<file path="config.mk">
export PLATFORM = sky130hd
export DESIGN_NAME = rate_paced_ring_transfer
export DESIGN_NICKNAME = d
export VERILOG_FILES = /design/src/rtl/rprt_pkg.sv /design/src/rtl/rate_paced_ring_transfer.sv
export SDC_FILE = /design/constraint.sdc
export NUM_CORES = 2
export LEC_CHECK = 0
export BUFFER_PORTS_ARGS = -buffer_cell sky130_fd_sc_hd__buf_2
export CAP_MARGIN = 20
export CORE_ASPECT_RATIO = 1.2
export CORE_MARGIN = 1.5
export CORE_UTILIZATION = 45
export DETAILED_ROUTE_END_ITERATION = 10
export PLACE_DENSITY_LB_ADDON = 0.15
export SYNTH_ARGS = -nofsm -noshare
export SYNTH_HDL_FRONTEND = slang
export SYNTH_SLANG_ARGS = --single-unit
</file>
<file path="constraint.sdc">
create_clock -name clk -period 9.85 [get_ports clk]
set_clock_uncertainty 0.05 [all_clocks]
set_input_delay 1.4775 -clock clk [delete_from_list [all_inputs] [get_ports clk]]
set_output_delay 1.4775 -clock clk [all_outputs]
set_load 0.1 [all_outputs]
</file>
<file path="src/rtl/rprt_pkg.sv">
// package of codes and constants for the rate paced ring transfer block
package rprt_pkg;

	localparam logic [1:0] ST_STOP    = 2'd0;
	localparam logic [1:0] ST_ACQUIRE = 2'd1;
	localparam logic [1:0] ST_PAUSE   = 2'd2;
	localparam logic [1:0] ST_RUN     = 2'd3;

	localparam logic [1:0] CC_ACQUIRE = 2'd0;
	localparam logic [1:0] CC_PAUSE   = 2'd1;
	localparam logic [1:0] CC_START   = 2'd2;
	localparam logic [1:0] CC_STOP    = 2'd3;

	localparam logic [2:0] K_STATUS = 3'd0;
	localparam logic [2:0] K_CTRL   = 3'd1;
	localparam logic [2:0] K_START  = 3'd2;
	localparam logic [2:0] K_CHUNK  = 3'd3;
	localparam logic [2:0] K_END    = 3'd4;

	localparam logic [1:0] REG_BYTE_RATE = 2'd0;
	localparam logic [1:0] REG_FREQ      = 2'd1;
	localparam logic [1:0] REG_PERIOD    = 2'd2;
	localparam logic [1:0] REG_RING      = 2'd3;

	localparam logic [22:0] BYTE_RATE_RST = 23'd192000;
	localparam logic [31:0] FREQ_RST      = 32'd10000000;
	localparam logic [19:0] PERIOD_RST    = 20'd160000;
	localparam logic [14:0] RING_RST      = 15'd16384;

	localparam logic [14:0] RING_BYTES_MAX = 15'd16384;
	localparam logic [14:0] CHUNK_BYTES    = 15'd500;
	localparam logic [31:0] PERIOD_UNITS   = 32'd10000000;

endpackage

</file>
<file path="src/rtl/rate_paced_ring_transfer.sv">
// wakeup driven stream state controller with paced ring buffer transfers
//
// input channel (in_valid/in_ready) takes one wakeup per transaction: the
// requested stream state and the ticks elapsed since the last running one.
// output channel (out_valid/out_ready) gives the results one per transaction:
// a control result for a state change or a status result for a refused one,
// then, while running, a data start, chunks of up to 500 bytes round the
// ring, and a data end. last marks the final result of a wakeup. a wakeup
// that asks for the current state outside run gives no result.
// one wakeup at a time: in_ready is high only when the block is idle.
// a running wakeup walks its steps in order: one control step, one multiply
// step, the shared restoring divider (56 quotient bits, one quotient bit per
// cycle), one fix-up step, data start, one step per chunk, one step to leave
// the chunk loop, and data end; the next wakeup is taken in the idle state
// after data end. results sit in an output register; while the receiver
// stalls, a step with a result waits until the output register is free.
// configuration (cfg_we, cfg_index, cfg_data) is to be written by the user
// only while idle; the block does not enforce it. asynchronous reset
// returns the stream to stop with configuration registers at defaults.
module rate_paced_ring_transfer (
	input  logic        clk,
	input  logic        arst_n,
	input  logic        in_valid,
	output logic        in_ready,
	input  logic [1:0]  requested_state,
	input  logic [31:0] elapsed_ticks,
	output logic        out_valid,
	input  logic        out_ready,
	output logic [2:0]  kind,
	output logic [1:0]  control_code,
	output logic [14:0] byte_count,
	output logic [13:0] ring_offset,
	output logic        overflow,
	output logic [1:0]  state_now,
	output logic        state_done,
	output logic        last,
	input  logic        cfg_we,
	input  logic [1:0]  cfg_index,
	input  logic [31:0] cfg_data
);
	import rprt_pkg::*;

	localparam logic [2:0] S_IDLE  = 3'd0;
	localparam logic [2:0] S_CTRL  = 3'd1;
	localparam logic [2:0] S_MUL   = 3'd2;
	localparam logic [2:0] S_DIV   = 3'd3;
	localparam logic [2:0] S_FIX   = 3'd4;
	localparam logic [2:0] S_START = 3'd5;
	localparam logic [2:0] S_CHUNK = 3'd6;
	localparam logic [2:0] S_END   = 3'd7;

	logic [2:0]  state_q;
	logic [22:0] byte_rate_q;
	logic [31:0] freq_q;
	logic [19:0] period_q;
	logic [14:0] ring_q;
	logic [1:0]  run_state_q;
	logic [13:0] off_q;
	logic [33:0] rem_q;
	logic        first_q;
	logic [1:0]  req_q;
	logic [31:0] ticks_q;
	logic [55:0] dq_q;
	logic [31:0] pr_q;
	logic [31:0] divisor_q;
	logic [5:0]  cnt_q;
	logic [14:0] left_q;
	logic        ovf_q;

	logic [31:0] freq_eff;
	logic [14:0] ring_eff;
	logic        moved;
	logic [1:0]  code;
	logic [1:0]  nxt_state;
	logic [54:0] prod;
	logic [32:0] trial;
	logic [32:0] diff;
	logic        ge;
	logic [55:0] due_al;
	logic        ovf_w;
	logic [33:0] rem_add;
	logic [33:0] rem_base;
	logic [14:0] room;
	logic [14:0] chunk_a;
	logic [14:0] chunk_w;
	logic [14:0] off_sum;
	logic [14:0] off_next;
	logic        slot_free;
	logic        emit;
	logic [2:0]  e_kind;
	logic [1:0]  e_code;
	logic [14:0] e_count;
	logic [13:0] e_off;
	logic        e_ovf;
	logic [1:0]  e_state;
	logic        e_done;
	logic        e_last;

	assign freq_eff = (freq_q == 32'd0) ? 32'd1 : freq_q;
	assign ring_eff = (ring_q > RING_BYTES_MAX) ? RING_BYTES_MAX : ring_q;
	assign in_ready = (state_q == S_IDLE);
	assign slot_free = !out_valid || out_ready;

	always_comb begin
		moved = 1'b1;
		code = CC_ACQUIRE;
		nxt_state = run_state_q;
		case ({run_state_q, req_q})
			{ST_STOP, ST_ACQUIRE}: begin
				code = CC_ACQUIRE;
				nxt_state = ST_ACQUIRE;
			end
			{ST_ACQUIRE, ST_PAUSE}: begin
				code = CC_PAUSE;
				nxt_state = ST_PAUSE;
			end
			{ST_PAUSE, ST_RUN}: begin
				code = CC_START;
				nxt_state = ST_RUN;
			end
			{ST_RUN, ST_PAUSE}: begin
				code = CC_PAUSE;
				nxt_state = ST_PAUSE;
			end
			{ST_PAUSE, ST_ACQUIRE}: begin
				code = CC_ACQUIRE;
				nxt_state = ST_ACQUIRE;
			end
			{ST_ACQUIRE, ST_STOP}: begin
				code = CC_STOP;
				nxt_state = ST_STOP;
			end
			default: moved = 1'b0;
		endcase
	end

	// shared multiplier and one bit per cycle divider
	assign prod  = byte_rate_q * (first_q ? {12'd0, period_q} : ticks_q);
	assign trial = {pr_q, dq_q[55]};
	assign diff  = trial - {1'b0, divisor_q};
	assign ge    = trial >= {1'b0, divisor_q};

	assign due_al   = {dq_q[55:2], 2'b00};
	assign ovf_w    = due_al > {41'd0, ring_eff};
	assign rem_add  = (dq_q[0] ? {2'b00, freq_eff} : 34'd0)
		+ (dq_q[1] ? {1'b0, freq_eff, 1'b0} : 34'd0);
	assign rem_base = first_q ? rem_q : {2'b00, pr_q};

	assign room     = ring_eff - {1'b0, off_q};
	assign chunk_a  = (room < left_q) ? room : left_q;
	assign chunk_w  = (chunk_a > CHUNK_BYTES) ? CHUNK_BYTES : chunk_a;
	assign off_sum  = {1'b0, off_q} + chunk_w;
	assign off_next = (off_sum >= ring_eff) ? off_sum - ring_eff : off_sum;

	always_comb begin
		emit = 1'b0;
		e_kind = K_STATUS;
		e_code = CC_ACQUIRE;
		e_count = 15'd0;
		e_off = 14'd0;
		e_ovf = 1'b0;
		e_state = run_state_q;
		e_done = 1'b0;
		e_last = 1'b0;
		case (state_q)
			S_CTRL: begin
				emit = (req_q != run_state_q) && slot_free;
				e_kind = moved ? K_CTRL : K_STATUS;
				e_code = moved ? code : CC_ACQUIRE;
				e_state = nxt_state;
				e_done = 1'b1;
				e_last = (nxt_state != ST_RUN);
			end
			S_START: begin
				emit = slot_free;
				e_kind = K_START;
				e_count = left_q;
				e_ovf = ovf_q;
			end
			S_CHUNK: begin
				emit = slot_free && (left_q != 15'd0);
				e_kind = K_CHUNK;
				e_count = chunk_w;
				e_off = off_q;
				e_ovf = ovf_q;
			end
			S_END: begin
				emit = slot_free;
				e_kind = K_END;
				e_ovf = ovf_q;
				e_last = 1'b1;
			end
			default: emit = 1'b0;
		endcase
	end

	always_ff @(posedge clk or negedge arst_n) begin
		if (!arst_n) begin
			out_valid <= 1'b0;
		end else if (emit) begin
			out_valid <= 1'b1;
		end else if (out_ready) begin
			out_valid <= 1'b0;
		end
	end

	always_ff @(posedge clk) begin
		if (emit) begin
			kind <= e_kind;
			control_code <= e_code;
			byte_count <= e_count;
			ring_offset <= e_off;
			overflow <= e_ovf;
			state_now <= e_state;
			state_done <= e_done;
			last <= e_last;
		end
	end

	always_ff @(posedge clk or negedge arst_n) begin
		if (!arst_n) begin
			byte_rate_q <= BYTE_RATE_RST;
			freq_q <= FREQ_RST;
			period_q <= PERIOD_RST;
			ring_q <= RING_RST;
		end else if (cfg_we) begin
			case (cfg_index)
				REG_BYTE_RATE: byte_rate_q <= cfg_data[22:0];
				REG_FREQ:      freq_q <= cfg_data;
				REG_PERIOD:    period_q <= cfg_data[19:0];
				REG_RING:      ring_q <= cfg_data[14:0];
				default:       ring_q <= ring_q;
			endcase
		end
	end

	always_ff @(posedge clk) begin
		if (in_valid && in_ready) begin
			req_q <= requested_state;
			ticks_q <= elapsed_ticks;
		end
	end

	always_ff @(posedge clk or negedge arst_n) begin
		if (!arst_n) begin
			state_q <= S_IDLE;
			run_state_q <= ST_STOP;
			off_q <= 14'd0;
			rem_q <= 34'd0;
			first_q <= 1'b1;
			dq_q <= 56'd0;
			pr_q <= 32'd0;
			divisor_q <= 32'd1;
			cnt_q <= 6'd0;
			left_q <= 15'd0;
			ovf_q <= 1'b0;
		end else begin
			case (state_q)
				S_IDLE: begin
					if (in_valid) begin
						state_q <= S_CTRL;
					end
				end
				S_CTRL: begin
					if (req_q == run_state_q) begin
						state_q <= (run_state_q == ST_RUN) ? S_MUL : S_IDLE;
					end else if (emit) begin
						run_state_q <= nxt_state;
						if (moved && code == CC_START) begin
							rem_q <= 34'd0;
							first_q <= 1'b1;
						end
						state_q <= (nxt_state == ST_RUN) ? S_MUL : S_IDLE;
					end
				end
				S_MUL: begin
					dq_q <= {1'b0, prod} + (first_q ? 56'd0 : {22'd0, rem_q});
					divisor_q <= first_q ? PERIOD_UNITS : freq_eff;
					pr_q <= 32'd0;
					cnt_q <= 6'd55;
					state_q <= S_DIV;
				end
				S_DIV: begin
					pr_q <= ge ? diff[31:0] : trial[31:0];
					dq_q <= {dq_q[54:0], ge};
					if (cnt_q == 6'd0) begin
						state_q <= S_FIX;
					end else begin
						cnt_q <= cnt_q - 6'd1;
					end
				end
				S_FIX: begin
					rem_q <= ovf_w ? 34'd0 : rem_base + rem_add;
					left_q <= ovf_w ? ring_eff : due_al[14:0];
					ovf_q <= ovf_w;
					if ({1'b0, off_q} >= ring_eff) begin
						off_q <= 14'd0;
					end
					state_q <= S_START;
				end
				S_START: begin
					if (emit) begin
						state_q <= S_CHUNK;
					end
				end
				S_CHUNK: begin
					if (left_q == 15'd0) begin
						state_q <= S_END;
					end else if (emit) begin
						left_q <= left_q - chunk_w;
						off_q <= off_next[13:0];
					end
				end
				S_END: begin
					if (emit) begin
						first_q <= 1'b0;
						state_q <= S_IDLE;
					end
				end
				default: state_q <= S_IDLE;
			endcase
		end
	end

`ifndef SYNTHESIS
	a_chunk_nonzero: assert property (@(posedge clk) disable iff (!arst_n)
		(state_q == S_CHUNK && left_q != 15'd0) |-> (chunk_w != 15'd0))
		else $error("chunk length zero with bytes left");

	a_chunk_bound: assert property (@(posedge clk) disable iff (!arst_n)
		(out_valid && kind == K_CHUNK) |-> (byte_count <= CHUNK_BYTES))
		else $error("chunk longer than chunk size");

	a_one_at_a_time: assert property (@(posedge clk) disable iff (!arst_n)
		(in_valid && in_ready) |=> !in_ready)
		else $error("second transaction taken while busy");

	a_ctrl_done: assert property (@(posedge clk) disable iff (!arst_n)
		(out_valid && (kind == K_CTRL || kind == K_STATUS)) |-> state_done)
		else $error("control result without state_done");
`endif

endmodule

</file>
# Word level (Yosys, flattened, before mapping)
# Cells that the tools add are included.
# totals
inputBits	73
wordCells	169
regBits	360
# op_classes
eq_ne	35
addsub	9
n_bitwise	1
muxes	56
n_mul	1
reduce_logical	34
order_cmp	7
# ops
op	count
two-way mux 34 bit	6
two-way mux 32 bit	5
case mux 56 bit (2 select lines)	1
two-way mux 15 bit	6
case mux 34 bit (2 select lines)	1
case mux 32 bit (2 select lines)	1
case mux 15 bit (2 select lines)	2
adder 55 x 34 -> 56 bit	1
greater-than comparator 56 x 15 -> 1 bit	1
two-way mux 14 bit	4
multiplier 23 x 32 -> 55 bit	1
adder 32 x 33 -> 34 bit	1
adder 34 bit	1
>= comparator 33 x 32 -> 1 bit	1
two-way mux 33 bit	1
logical NOT 32 bit	1
subtractor 32 bit	1
case mux 14 bit (2 select lines)	1
inequality test 2 bit, second input constant	13
case mux 3 bit (8 select lines)	1
two-way mux 3 bit	7
adder 14 x 15 -> 15 bit	1
>= comparator 14 x 15 -> 1 bit	1
>= comparator 15 bit	1
other kinds (45)	83

# Depth between registers and ports, before layout
# depth
ltp_word	13
ltp_mapped	44
depth_no_buf	41

# Worst setup path before layout
# Ideal clock, no wire load.
# synth_path
path_type	flip-flop to flip-flop
start	register ring_q[14]
end	register off_q[1]
slack_ns	1.494
stages_incl_launch_ff	42
n_path_buf	3
t_arrival_ns	8.172
synth_period_minus_slack_ns	8.356
cell_sequence	dfstp_2 clkinv_1 buf_1 nand2_1 ha_1 inv_1 fa_1 a21o_1 a21oi_2 nor2_1 o21a_1 o41a_1 xnor2_2 inv_1 ha_1 a21o_1 o221a_2 nor2_1 [... 6 more ...] ha_1 inv_1 fa_1 nor2b_1 o21ai_0 a21boi_0 o211ai_1 a21oi_1 nor3_1 xnor2_1 ha_1 a21o_1 a21oi_1 o221ai_1 o221ai_1 buf_2 mux2i_1 o31ai_1
# synth_between
elab_chain_cells	13
elab_cells_between_ends	17
# synth_lines
element	line	source
from (decl)	rate_paced_ring_transfer.sv:56	logic [14:0] ring_q;
from (signal assigned)	rate_paced_ring_transfer.sv:231	REG_RING: ring_q <= cfg_data[14:0];
from (signal assigned)	rate_paced_ring_transfer.sv:232	default: ring_q <= ring_q;
greater-than comparator 15 bit	rate_paced_ring_transfer.sv:100	assign ring_eff = (ring_q > RING_BYTES_MAX) ? RING_BYTES_MAX : ring_q;
two-way mux 15 bit (*)	rate_paced_ring_transfer.sv:100	
subtractor 15 x 14 -> 15 bit	rate_paced_ring_transfer.sv:149	assign room = ring_eff - {1'b0, off_q};
< comparator 15 bit	rate_paced_ring_transfer.sv:150	assign chunk_a = (room < left_q) ? room : left_q;
two-way mux 15 bit	rate_paced_ring_transfer.sv:150	
greater-than comparator 15 x 9 -> 1 bit	rate_paced_ring_transfer.sv:151	assign chunk_w = (chunk_a > CHUNK_BYTES) ? CHUNK_BYTES : chunk_a;
two-way mux 15 bit	rate_paced_ring_transfer.sv:151	
adder 14 x 15 -> 15 bit	rate_paced_ring_transfer.sv:152	assign off_sum = {1'b0, off_q} + chunk_w;
subtractor 14 bit or >= comparator 15 bit (tied branches)	rate_paced_ring_transfer.sv:153	assign off_next = (off_sum >= ring_eff) ? off_sum - ring_eff : off_sum;
two-way mux 14 bit	rate_paced_ring_transfer.sv:153	
two-way mux 14 bit	rate_paced_ring_transfer.sv:309	end else if (emit) begin
two-way mux 14 bit	rate_paced_ring_transfer.sv:307	if (left_q == 15'd0) begin
case mux 14 bit (2 select lines)	rate_paced_ring_transfer.sv:258	case (state_q)
to (signal assigned)	rate_paced_ring_transfer.sv:311	off_q <= off_next[13:0];
to (decl)	rate_paced_ring_transfer.sv:58	logic [13:0] off_q;
# Every way passes the cells marked *; elsewhere a longest branch is shown, timed or not. The select of a mux whose other input is x is not followed.
# A chain may end at the register's enable or synchronous reset.

# Worst setup path after layout
# layout_path
start	register first_q
end	register dq_q[53]
# layout_between
elab_chain_cells	4
elab_cells_between_ends	5
# layout_lines
element	line	source
from (decl)	rate_paced_ring_transfer.sv:60	logic first_q;
from (signal assigned)	rate_paced_ring_transfer.sv:250	first_q <= 1'b1;
from (signal assigned)	rate_paced_ring_transfer.sv:271	first_q <= 1'b1;
from (signal assigned)	rate_paced_ring_transfer.sv:316	first_q <= 1'b0;
two-way mux 32 bit	rate_paced_ring_transfer.sv:138	assign prod = byte_rate_q * (first_q ? {12'd0, period_q} : ticks_q);
multiplier 23 x 32 -> 55 bit	rate_paced_ring_transfer.sv:138	
adder 55 x 34 -> 56 bit (*)	rate_paced_ring_transfer.sv:277	dq_q <= {1'b0, prod} + (first_q ? 56'd0 : {22'd0, rem_q});
case mux 56 bit (2 select lines) (*)	rate_paced_ring_transfer.sv:258	
to (signal assigned)	rate_paced_ring_transfer.sv:277	
to (signal assigned)	rate_paced_ring_transfer.sv:285	dq_q <= {dq_q[54:0], ge};
to (decl)	rate_paced_ring_transfer.sv:63	logic [55:0] dq_q;
# Every way passes the cells marked *; elsewhere a longest branch is shown, timed or not.

==> run_results.csv <==
group,metric,value,unit
final_layout,final_cell_mix,"inv_1 (814), nand2_1 (810), fa_1 (699)",
placement,dp.final_hpwl,116000,um
sta,rsz0062_at_grt,"no",
final_layout,final_layout_size_suffix_gt1_frac,0.0833,
synthesis,netlist_area,47500,um2
drt,antenna_left,0,
sta,finalSetupTns,0,ns
final_layout,nNetsFinal,6281,
sta,worstMarginPinSlew,1.11,ns
sta,slew_headroom,0.258,
drt,wl_per_cell,22.1,um
synthesis,yosysWarnings,0,
critical_path,cp.required,10.28,ns
floorplanning,core_area,105000,um2
floorplanning,die-area,108000,um2
synthesis,ys_async_sr_fraction,0.797,
critical_path,critPathBufInv,5,
global_routing,grt-ovfl-total,0,
cts,cts_buffers,44,
critical_path,critPathKind,"flip-flop to flip-flop",
drt,vias,36437,
synthesis,ys_seq_area_frac,0.198,
global_routing,antenna_found_initial,3,
min_path,min_from,"period_q[3]",
floorplanning,start_util,0.454,
critical_path,worstPathArrival,9.58,ns
cts,cts.sinks,360,
global_routing,grt_pass1_wl,228000,um
sta,period_share,0.929,
global_routing,grt.total_usage,0.278,
critical_path,worst_path_largest_cell_delay,1.01,ns
cts,clockRootBuffer,"clkbuf_16",
synthesis,synth_cells,5188,
sta,max_freq,0.109,GHz
synthesis,yosys_most_used_dff,"dfrtp_1",
final_layout,layout_commonest_cell,"inv_1",
sta,min_period,9.15,ns
cts,cts_tree,"yes",
critical_path,rr_startpoint,"first_q",
cts,cts-resized-gates,0,
cts,clk_pin_slew,0.06,ns
cts,post-cts-setup-buffer-count,0,
sta,hold_viol,0,
cts,clk_latency,0.66,ns
critical_path,crit_start,"first_q",
cts,htree_levels,2,
floorplanning,die_w,300,um
synthesis,synth_edf_count,73,
global_routing,grt_max_degree,146,
drt,wl,146000,um
global_routing,first_global_vias,38304,
cts,clockBufferDepth,3,
final_layout,syn_to_final_growth,7.44,%
cts,hold_buffers,0,
sta,setup_viol,0,
drt,drc,0,
critical_path,cp_top_family,"adder cells",
min_path,hold_path.class,"flip-flop to flip-flop",
synthesis,synth_cell_type_count,85,
floorplanning,die_h,359,um
critical_path,crit_path_top_delay_cell,"dfstp_4",
status,status,"completed",
drt,dr.pass1.iters,6,
drt,vias_per_cell,5.52,
critical_path,crit_top_cell,"fa_1",
flow_run,maxCapViolations,0,
placement,io_buffers,113,
floorplanning,fp-row-count,130,
synthesis,synth_seq_cells,360,
critical_path,endpoint_kind,"flip-flop",
sta,final_max_slew_viol_count,0,
drt,drt_iter0_drc,2404,
floorplanning,pin_count,114,
synthesis,avgSynthCellArea,9.16,um2
critical_path,cp-start-kind,"flip-flop",
critical_path,regToRegSetupSlack,0.70,ns
placement,gp_congestion,0.927,
critical_path,crit_path_max_fanout,38,
==> routing by layer <==
metal | GRT usage | up-vias | part of all wire
li1 | - | 16646 | -
met1 | 0.343 | 18643 | 0.40
met2 | 0.489 | 879 | 0.51
met3 | 0.0276 | 269 | 0.043
met4 | 0.129 | 0 | 0.053
met5 | 0 | - | 0
==> synth_stat cells (24+ instances only) <==
library cell	instances	area (um2)
edfxtp_1	73	2190
a22o_1	40	350
xor2_1	49	429
clkbuf_1	246	923
nand2_1	810	3040
nand2b_1	31	194
ha_1	337	4220
o21a_1	31	233
mux2_2	111	1250
and2_1	232	1450
nor2b_1	67	419
inv_1	814	3060
o31ai_1	24	180
nor2_1	187	702
a21oi_1	214	1070
mux2i_1	68	681
nand3b_1	31	233
dfrtp_1	264	6610
fa_1	699	14000
a21o_1	81	608
xnor2_1	98	858
a31oi_1	25	156
and3_1	30	188
nor3_1	43	215
nor4_1	31	194
o21ai_0	176	881
o21bai_1	29	218
nand3_1	66	330
nand4_1	29	181
==> sequential cells by signal, indices dropped and copies added (netlist names), 3 cells and up <==
name / count
state_q: 3
byte_count: 15
off_q: 14
dq_q: 56
byte_rate_q: 23
left_q: 15
rem_q: 34
freq_q: 32
cnt_q: 6
divisor_q: 32
ticks_q: 32
period_q: 20
ring_offset: 14
kind: 3
pr_q: 32
ring_q: 15
==> metrics by stage <==
stage / hold slack, ns / area [um2] / cells / util / setup WS (ns)
6_report: 0.451 / 51000 / 6596 / 0.487 / 0.699
5_1_grt: 0.467 / 51000 / 6594 / 0.487 / 0.0809
4_1_cts: 0.453 / 51000 / 6594 / 0.487 / 0.723
3_5_place_dp: 0.439 / 49500 / 6512 / 0.473 / 0.791
3_3_place_gp: 0.433 / 49500 / 6512 / 0.473 / 0.913
2_1_floorplan: 0.415 / 47500 / 5196 / - / 1.49
==> area by class of cell <==
class / count / area [um2]
inverters: 815 / 3060
repair buffers: 194 / 1210
diodes: 2 / 5.00
clock inverters: 27 / 300
fillers: 10087 / 53700
multi-input cells: 3757 / 34100
flip-flops and latches: 360 / 9410
well taps: 1386 / 1730
clock buffers: 55 / 1190
==> cells by family after synthesis <==
group,after synthesis,synth area share
simple gates,1595,0.157
other cells,2,0.000158
compound gates,788,0.108
fa+ha+maj,1036,0.383
flops,360,0.198
mux,180,0.0409
buf+inv,1079,0.0856
xor+xnor,148,0.0274
==> path summary, 6_finish.rpt <==
path                                end  cells past startpoint
setup / recovery               dq_q[53]                     25
min in group asynchronous      cnt_q[3]                      1
setup reg to reg               dq_q[53]                     25
max in group asynchronous  period_q[10]                      2
hold reg to reg             period_q[3]                      1
hold / removal              period_q[3]                      1
Power is not shown: default switching activity piles up to over one toggle a cycle in this logic, so the estimate is an artifact.
